--- src/design/latency_load_monitor_unit_defines.svh ---
// Assertion macros for the latency load monitor.
// Used by latency_load_monitor_unit; expects aclk and aresetn in scope.
`ifndef LATENCY_LOAD_MONITOR_UNIT_DEFINES_SVH
`define LATENCY_LOAD_MONITOR_UNIT_DEFINES_SVH

// Same-cycle implication under reset.
`define LLM_ASSERT_SAME(label, ante, cons, msg) \
    label: assert property (@(posedge aclk) disable iff (!aresetn) \
        (ante) |-> (cons)) else $error(msg);

// Next-cycle implication under reset.
`define LLM_ASSERT_NEXT(label, ante, cons, msg) \
    label: assert property (@(posedge aclk) disable iff (!aresetn) \
        (ante) |=> (cons)) else $error(msg);

`endif

--- src/design/llm_pkg.sv ---
// Shared types and constants of the latency load monitor.
// Used by llm_ctrl, llm_datapath and latency_load_monitor_unit.
package llm_pkg;

    localparam int ACTION_W  = 2;
    localparam int CFG_IDX_W = 1;
    localparam int CFGQ_DEPTH = 4;
    localparam int CFGQ_PTR_W = 2;

    localparam logic [ACTION_W-1:0] ACT_TICK   = 2'd0;
    localparam logic [ACTION_W-1:0] ACT_SAMPLE = 2'd1;
    localparam logic [ACTION_W-1:0] ACT_QUERY  = 2'd2;

    localparam logic [CFG_IDX_W-1:0] CFG_DECLINE_PERIOD = 1'b0;
    localparam logic [CFG_IDX_W-1:0] CFG_DECAY_DISABLED = 1'b1;

    localparam logic [31:0] SAMPLE_LIMIT = 32'd65536;

    // Product sequence of the variance numerator and divisor.
    localparam logic [2:0] MUL_N_SQLO = 3'd0;
    localparam logic [2:0] MUL_N_SQHI = 3'd1;
    localparam logic [2:0] MUL_TL_TL  = 3'd2;
    localparam logic [2:0] MUL_TL_TH  = 3'd3;
    localparam logic [2:0] MUL_TH_TH  = 3'd4;
    localparam logic [2:0] MUL_N_N1   = 3'd5;
    localparam logic [2:0] MUL_FLUSH  = 3'd6;
    localparam logic [2:0] MUL_DONE   = 3'd7;

    typedef enum logic [1:0] {
        DIV_MEAN = 2'd0,
        DIV_VAR  = 2'd1,
        DIV_LOAD = 2'd2
    } div_sel_t;

    typedef struct packed {
        logic       accept;
        logic       tick;
        logic       decay_load;
        logic       decay_step;
        logic       cfg_apply;
        logic       sample_update;
        logic       mean_zero;
        logic       div_load;
        div_sel_t   div_sel;
        logic       div_step;
        logic       acc_clear;
        logic       mul_step;
        logic [2:0] mul_idx;
        logic       load_check;
        logic       out_load;
    } llm_cmd_t;

    typedef struct packed {
        logic cfg_pending;
        logic decay_last;
        logic div_last;
        logic count_zero;
        logic count_le1;
        logic load_div_needed;
    } llm_status_t;

endpackage

--- src/design/llm_ctrl.sv ---
// Controller of the latency load monitor: sequences decay, sample update,
// mean, variance and load divisions. Depends on llm_pkg.
module llm_ctrl import llm_pkg::*; (
    input  logic                aclk,
    input  logic                aresetn,
    input  logic                s_valid,
    input  logic [ACTION_W-1:0] s_action,
    output logic                s_ready,
    output logic                m_valid,
    input  logic                m_ready,
    output llm_cmd_t            cmd,
    input  llm_status_t         status
);

    typedef enum logic [8:0] {
        ST_IDLE    = 9'b000000001,
        ST_DECAY   = 9'b000000010,
        ST_SAMPLE  = 9'b000000100,
        ST_MEAN    = 9'b000001000,
        ST_MUL     = 9'b000010000,
        ST_VAR     = 9'b000100000,
        ST_CHECK   = 9'b001000000,
        ST_LOADDIV = 9'b010000000,
        ST_OUT     = 9'b100000000
    } state_t;

    typedef enum logic [1:0] {
        KIND_CFG    = 2'd0,
        KIND_SAMPLE = 2'd1,
        KIND_QUERY  = 2'd2
    } kind_t;

    state_t     state_reg, state_next;
    kind_t      kind_reg, kind_next;
    logic [2:0] mul_idx_reg, mul_idx_next;
    logic       m_valid_reg, m_valid_next;

    assign s_ready = (state_reg == ST_IDLE) && !status.cfg_pending;
    assign m_valid = m_valid_reg;

    always_comb begin
        cmd          = '0;
        cmd.mul_idx  = mul_idx_reg;
        state_next   = state_reg;
        kind_next    = kind_reg;
        mul_idx_next = mul_idx_reg;
        unique case (state_reg)
            ST_IDLE: begin
                if (status.cfg_pending) begin
                    cmd.decay_load = 1'b1;
                    kind_next      = KIND_CFG;
                    state_next     = ST_DECAY;
                end else if (s_valid) begin
                    cmd.accept = 1'b1;
                    unique case (s_action)
                        ACT_TICK: cmd.tick = 1'b1;
                        ACT_SAMPLE: begin
                            cmd.decay_load = 1'b1;
                            kind_next      = KIND_SAMPLE;
                            state_next     = ST_DECAY;
                        end
                        ACT_QUERY: begin
                            cmd.decay_load = 1'b1;
                            kind_next      = KIND_QUERY;
                            state_next     = ST_DECAY;
                        end
                        default: ;
                    endcase
                end
            end
            ST_DECAY: begin
                cmd.decay_step = 1'b1;
                if (status.decay_last) begin
                    unique case (kind_reg)
                        KIND_CFG: begin
                            cmd.cfg_apply = 1'b1;
                            state_next    = ST_IDLE;
                        end
                        KIND_SAMPLE: state_next = ST_SAMPLE;
                        KIND_QUERY: begin
                            if (status.count_zero) begin
                                cmd.mean_zero = 1'b1;
                                state_next    = ST_OUT;
                            end else begin
                                cmd.div_load = 1'b1;
                                cmd.div_sel  = DIV_MEAN;
                                state_next   = ST_MEAN;
                            end
                        end
                        default: state_next = ST_IDLE;
                    endcase
                end
            end
            ST_SAMPLE: begin
                cmd.sample_update = 1'b1;
                state_next        = ST_IDLE;
            end
            ST_MEAN: begin
                cmd.div_step = 1'b1;
                if (status.div_last) begin
                    if (status.count_le1) begin
                        state_next = ST_OUT;
                    end else begin
                        cmd.acc_clear = 1'b1;
                        mul_idx_next  = MUL_N_SQLO;
                        state_next    = ST_MUL;
                    end
                end
            end
            ST_MUL: begin
                if (mul_idx_reg == MUL_DONE) begin
                    cmd.div_load = 1'b1;
                    cmd.div_sel  = DIV_VAR;
                    state_next   = ST_VAR;
                end else begin
                    cmd.mul_step = 1'b1;
                    mul_idx_next = mul_idx_reg + 3'd1;
                end
            end
            ST_VAR: begin
                cmd.div_step = 1'b1;
                if (status.div_last) state_next = ST_CHECK;
            end
            ST_CHECK: begin
                cmd.load_check = 1'b1;
                if (status.load_div_needed) begin
                    cmd.div_load = 1'b1;
                    cmd.div_sel  = DIV_LOAD;
                    state_next   = ST_LOADDIV;
                end else begin
                    state_next = ST_OUT;
                end
            end
            ST_LOADDIV: begin
                cmd.div_step = 1'b1;
                if (status.div_last) state_next = ST_OUT;
            end
            ST_OUT: begin
                // wait for the output register to free up
                if (!m_valid_reg || m_ready) begin
                    cmd.out_load = 1'b1;
                    state_next   = ST_IDLE;
                end
            end
            default: state_next = ST_IDLE;
        endcase
    end

    always_comb begin
        priority if (cmd.out_load) m_valid_next = 1'b1;
        else if (m_ready)          m_valid_next = 1'b0;
        else                       m_valid_next = m_valid_reg;
    end

    always_ff @(posedge aclk) begin
        if (!aresetn) begin
            state_reg   <= ST_IDLE;
            kind_reg    <= KIND_CFG;
            mul_idx_reg <= MUL_N_SQLO;
            m_valid_reg <= 1'b0;
        end else begin
            state_reg   <= state_next;
            kind_reg    <= kind_next;
            mul_idx_reg <= mul_idx_next;
            m_valid_reg <= m_valid_next;
        end
    end

endmodule

--- config.mk ---
export PLATFORM = sky130hd
export DESIGN_NAME = llm_ctrl
export DESIGN_NICKNAME = d
export VERILOG_FILES = /design/src/design/latency_load_monitor_unit_defines.svh /design/src/design/llm_pkg.sv /design/src/design/llm_ctrl.sv
export SDC_FILE = /design/constraint.sdc
export NUM_CORES = 1
export LEC_CHECK = 0
export BUFFER_PORTS_ARGS = -buffer_cell sky130_fd_sc_hd__buf_2
export CAP_MARGIN = 15
export CORE_AREA = 3 3 50 52
export CTS_CLUSTER_SIZE = 30
export DETAILED_ROUTE_END_ITERATION = 8
export DIE_AREA = 0 0 53 55
export PLACE_DENSITY = 0.86
export SETUP_SLACK_MARGIN = 0.4
export SYNTH_ARGS = -nofsm -noshare
export SYNTH_HDL_FRONTEND = slang
export SYNTH_SLANG_ARGS = --single-unit
export TNS_END_PERCENT = 10
--- constraint.sdc ---
create_clock -name aclk -period 2.8 [get_ports aclk]
set_input_delay 0.42 -clock aclk [delete_from_list [all_inputs] [get_ports aclk]]
set_output_delay 0.42 -clock aclk [all_outputs]
set_load 0.02 [all_outputs]
# After elaboration in Yosys (flattened, before gate mapping)
# Index checks and enable logic that the tools add are counted.
[word_totals]
reg_bits = 15
latchBits = 0
ramBits = 0
rom_bits = 0
inputBits = 12
out_inout_bits = 20
word_cells = 94
mem_count = 0
[op_classes]
n_addsub = 1
multipliers = 0
div = 0
n_lt_le_gt_ge = 0
n_eq_ne = 24
n_shift = 0
muxes = 50
bitwise = 0
reduce_logical = 15
[ops]
columns = ["op", "n"]
rows = [
  ["$mux W9", 12],
  ["$pmux W9 S8", 1],
  ["$mux W3", 8],
  ["$mux W1", 19],
  ["$pmux W9 S2", 1],
  ["$ne A2 B2 Y1 const B", 8],
  ["$eq A9 B1 Y1 const B", 1],
  ["$eq A9 B2 Y1 const B", 1],
  ["$eq A9 B3 Y1 const B", 1],
  ["$eq A9 B4 Y1 const B", 1],
  ["$eq A9 B5 Y1 const B", 1],
  ["$eq A9 B6 Y1 const B", 1],
  ["$eq A9 B7 Y1 const B", 1],
  ["$eq A9 B8 Y1 const B", 1],
  ["$eq A9 B9 Y1 const B", 1],
  ["$pmux W3 S3", 1],
  ["$mux W2", 4],
  ["$mux W4", 2],
  ["$reduce_and A8 Y1", 1],
  ["$ne A3 B3 Y1 const B", 2],
  ["$pmux W3 S2", 1],
  ["$reduce_bool A2 Y1", 3],
  ["$eq A2 B1 Y1 const B", 2],
  ["$eq A2 B2 Y1 const B", 2],
  ["other kinds (12)", 14],
]

# Logic depth before layout (Yosys ltp)
[depth]
depth_word = 6
depth_mapped = 7
mapped_depth_nobuf = 7

# Worst setup path after synthesis
# Ideal clock, no wire load.
[synth_path]
path_kind = "register to output"
from = "register state_reg[4]"
to = "output cmd[10] (netlist bit)"
arrival_time_ns = 1.833
required_time_ns = 2.380
setup_slack_ns = 0.547
path_stages_with_launch = 6
path_buffers = 1
path_cell_list = "dfxtp_1 > buf_6 > nor4_4 > and4_4 > nand2_1 > o21ai_0"
[synth_rtl]
columns = ["element", "line_no", "source"]
rows = [
  ["start, declared", "llm_ctrl.sv:33", "state_t state_reg, state_next;"],
  ["start signal, assigned", "llm_ctrl.sv:162", "state_reg <= state_next;"],
  ["end, declared", "llm_ctrl.sv:11", "output llm_cmd_t cmd,"],
]

==> results.md <==
* DRT antenna net count at 0
* CTS tree: built
* All-layer global routing usage at 0.2148
* Critical path launch point: state_reg[2]
* Wirelength, routed at 2931 microns
* Syn-to-layout area delta at 20.72%
* P_int at 0.0003511 W
* Die ar. at 0.002915 sq mm
* Iteration-0 DRC Markers at 31
* Starting Density at 0.5370
* Drt drc at 0
* Yosys top cell area share at 0.2603
* R2R depth at 5
* Initial antenna violation count at 0
* Commonest non-fill, non-tap cell in the layout: buf_2
* Core Footprint at 0.002148 sq mm
* Cell leakage power at 0.6348 nW
* Fin nets at 198
* Crit end category: output port
* Worst hold path class: input port to register
* Die height at 55 microns
* Post-synth EDFFs at 0
* Switching pwr at 0.0001854 W
* Switching Fraction at 0.3456
* Area after DPL at 0.001299 sq mm
* Max FO, Critical Path at 5
* Number of synthesized register bits at 15
* Clk buf depth at 2
* GR Overflow Total at 0
* R2R Path End: state_reg[2]
* Synth area leaders: dfxtp_1 26%, ha_1 8.7%, nor2_1 5.9%, inv_1 4.2%, a21oi_1 3.9%
* Avg WL per Cell at 14.30 microns
* Syn nets at 162
* RSZ-0062 raised after global routing: no
* Slew @ Worst Pin at 0.4282 ns
* Period utilization at 0.8370
* Drt pass-1 iters at 4
* Largest net degree at the start of global routing at 12
* Via count at 1154
* Seq. cell area at 304.0 sq um
* Drt via density at 5.629
* Design Area, Final at 0.001393 sq mm
* Critical Path AT at 1.92 ns
* Pre-CTS setup slack at 0.5966 ns
* Critical Path Sink: cmd[10]
* Crit Path Class: register to output port
* Max Clock Freq at 426.7 MHz
* H-tree lvl count at 1
* CTS Sinks at 15
* Maximum vdd drop at 0.0002337 V
* FILL cells at 188
* Rel. slew slack at 0.7136
* PD cells at 385.2 mW/mm^2
* TritonCTS Buffers at 3
* Worst skew pair latency at 0.29 ns
* Seq/Total Area, Yosys at 0.2603
* CP Launch Type: register
* Chip Width at 53 microns
* Final Max Slew Viols at 0
* Synthesized area at 0.001154 sq mm
* Clock transition at path regs at 0.10 ns
* Final Setup Violations at 0
* Fin. Hold Viols at 0
* Worst Skew at 0.007979 ns
* Clock share of power at 0.240
* Sequential Power Share at 0.442
* Diode count at 0
* Most frequent cells in the layout: 31 x buf_2, 18 x nor2_1, 13 x inv_1
* IO Pins at 32
* Synth area leader: dfxtp_1
* Prevailing post-synth register cell: dfxtp_1
* Worst flop-to-flop path startpoint: state_reg[2]
* Vias in the first global route at 1064
* CTS Root Cell: clkbuf_4
* Asr flop ratio synth at 0
* Syn avg cell area at 8.124 sq um
* # port buffers at 31
* Unique masters post-synth at 46
* Number of max-cap violations at 0
* Routability cong. at 0.9034
* R2r setup slk at 0.94 ns
* Synth warn at 0
* Combinational power share at 0.319
* First-pass GRT wire length at 4581 microns
* WP data required at 2.38 ns
* Post-route setup slack at 0.4565 ns
* Ratio of cells with drive above 1 in the final layout at 0.3277
* Fin crit period at 2.344 ns
* Detailed placer's ending HPWL at 2147 microns
* Status: completed
* Max FFs per register at 9
* Row count at 17
* Cells after synthesis at 142
* Total Neg Setup Slack at 0 ns
* Area taken by multi-input logic gates at 767.0 sq um
==> cell type report <==
type	instances	share of cell area
Tap cell	28	0.02516
Timing Repair Buffer	38	0.1491
Multi-Input combinational cell	106	0.5508
Sequential cell	15	0.2183
Inverter	14	0.03774
Clock buffer	4	0.01887
==> power by group through the flow <==
stage               sequential (W)  combinational (W)  clock [W]
finish                    0.000237           0.000171   0.000129
global route              0.000238           0.000186   0.000135
CTS                       0.000236           0.000157   0.000129
detailed placement        0.000241           0.000156          0
global placement          0.000241           0.000152          0
floorplan                 0.000234           0.000123          0
==> cell usage after synthesis, drive strengths merged, types with 2 or more instances <==
| library cell | instances |
|---|---|
| a211oi | 6 |
| a21oi | 9 |
| and3 | 3 |
| and4 | 4 |
| buf | 6 |
| dfxtp | 15 |
| ha | 8 |
| inv | 13 |
| nand2 | 11 |
| nand3 | 4 |
| nand4 | 4 |
| nor2 | 20 |
| nor2b | 3 |
| nor3 | 3 |
| nor3b | 3 |
| nor4 | 2 |
| o21ai | 7 |
| o2bb2ai | 2 |
| xor2 | 2 |
==> worst min-delay path by stage <==
stage | from | to | slack [ns] | cells past startpoint
finish | s_valid | kind_reg[1] | 0.43 | 3
global route | s_valid | kind_reg[1] | 0.47 | 3
CTS | s_valid | kind_reg[1] | 0.43 | 3
detailed placement | kind_reg[0] | kind_reg[0] | 0.48 | 2
global placement | kind_reg[0] | kind_reg[0] | 0.47 | 2
floorplan | kind_reg[0] | kind_reg[0] | 0.45 | 2
==> worst max-delay path, cell delays in order, from the launching register on <==
cell     delay [ns]
dfxtp_1        0.40
nor4_4         0.45
nand4_1        0.20
nor2_1         0.23
nor2_1         0.10
o21ai_0        0.08
buf_2          0.19
==> cells by family (layout without fill, tap and decap cells) <==
family,count (synthesis),after routing,synth area share
muxes,1,1,0.008677
adders and majority gates,8,8,0.08677
buffers and inverters,21,56,0.08459
and+or+nand+nor,62,62,0.3351
AOI/OAI and AO/OA,32,32,0.2017
xor gates and xnor gates,3,3,0.02278
DFF,15,15,0.2603
==> layer usage <==
| layer | global-route usage | wire length, microns | vias to the layer above | share of wire |
|---|---|---|---|---|
| met2 | 0.3781 | 1468 | 45 | 0.50 |
| li1 | - | - | 569 | - |
| met5 | 0 | 0 | - | 0 |
| met4 | 0.08085 | 27 | 0 | 0.0092 |
| met3 | 0.05362 | 203 | 4 | 0.069 |
| met1 | 0.2520 | 1232 | 536 | 0.42 |
==> per-stage QoR <==
step | cells | hold slack [ns] | power (W) | utilization
after floorplan | 142 | 0.4536 | 0.0003569 | -
after global placement | 194 | 0.4711 | 0.0003934 | 0.6045
after detailed placement | 194 | 0.4768 | 0.0003972 | 0.6045
after CTS | 201 | 0.4281 | 0.0005230 | 0.6273
after global routing | 205 | 0.4656 | 0.0005590 | 0.6482
final | 205 | 0.4258 | 0.0005365 | 0.6482
==> timing repair <==
item,CTS,global route
gates cloned,0,0
hold buffers,0,0
pin swaps,2,2
gates resized for setup,0,5
setup buffers,3,4
endpoints found under the setup margin,4,1
No activity file was read; power rests on OpenSTA's default activity.
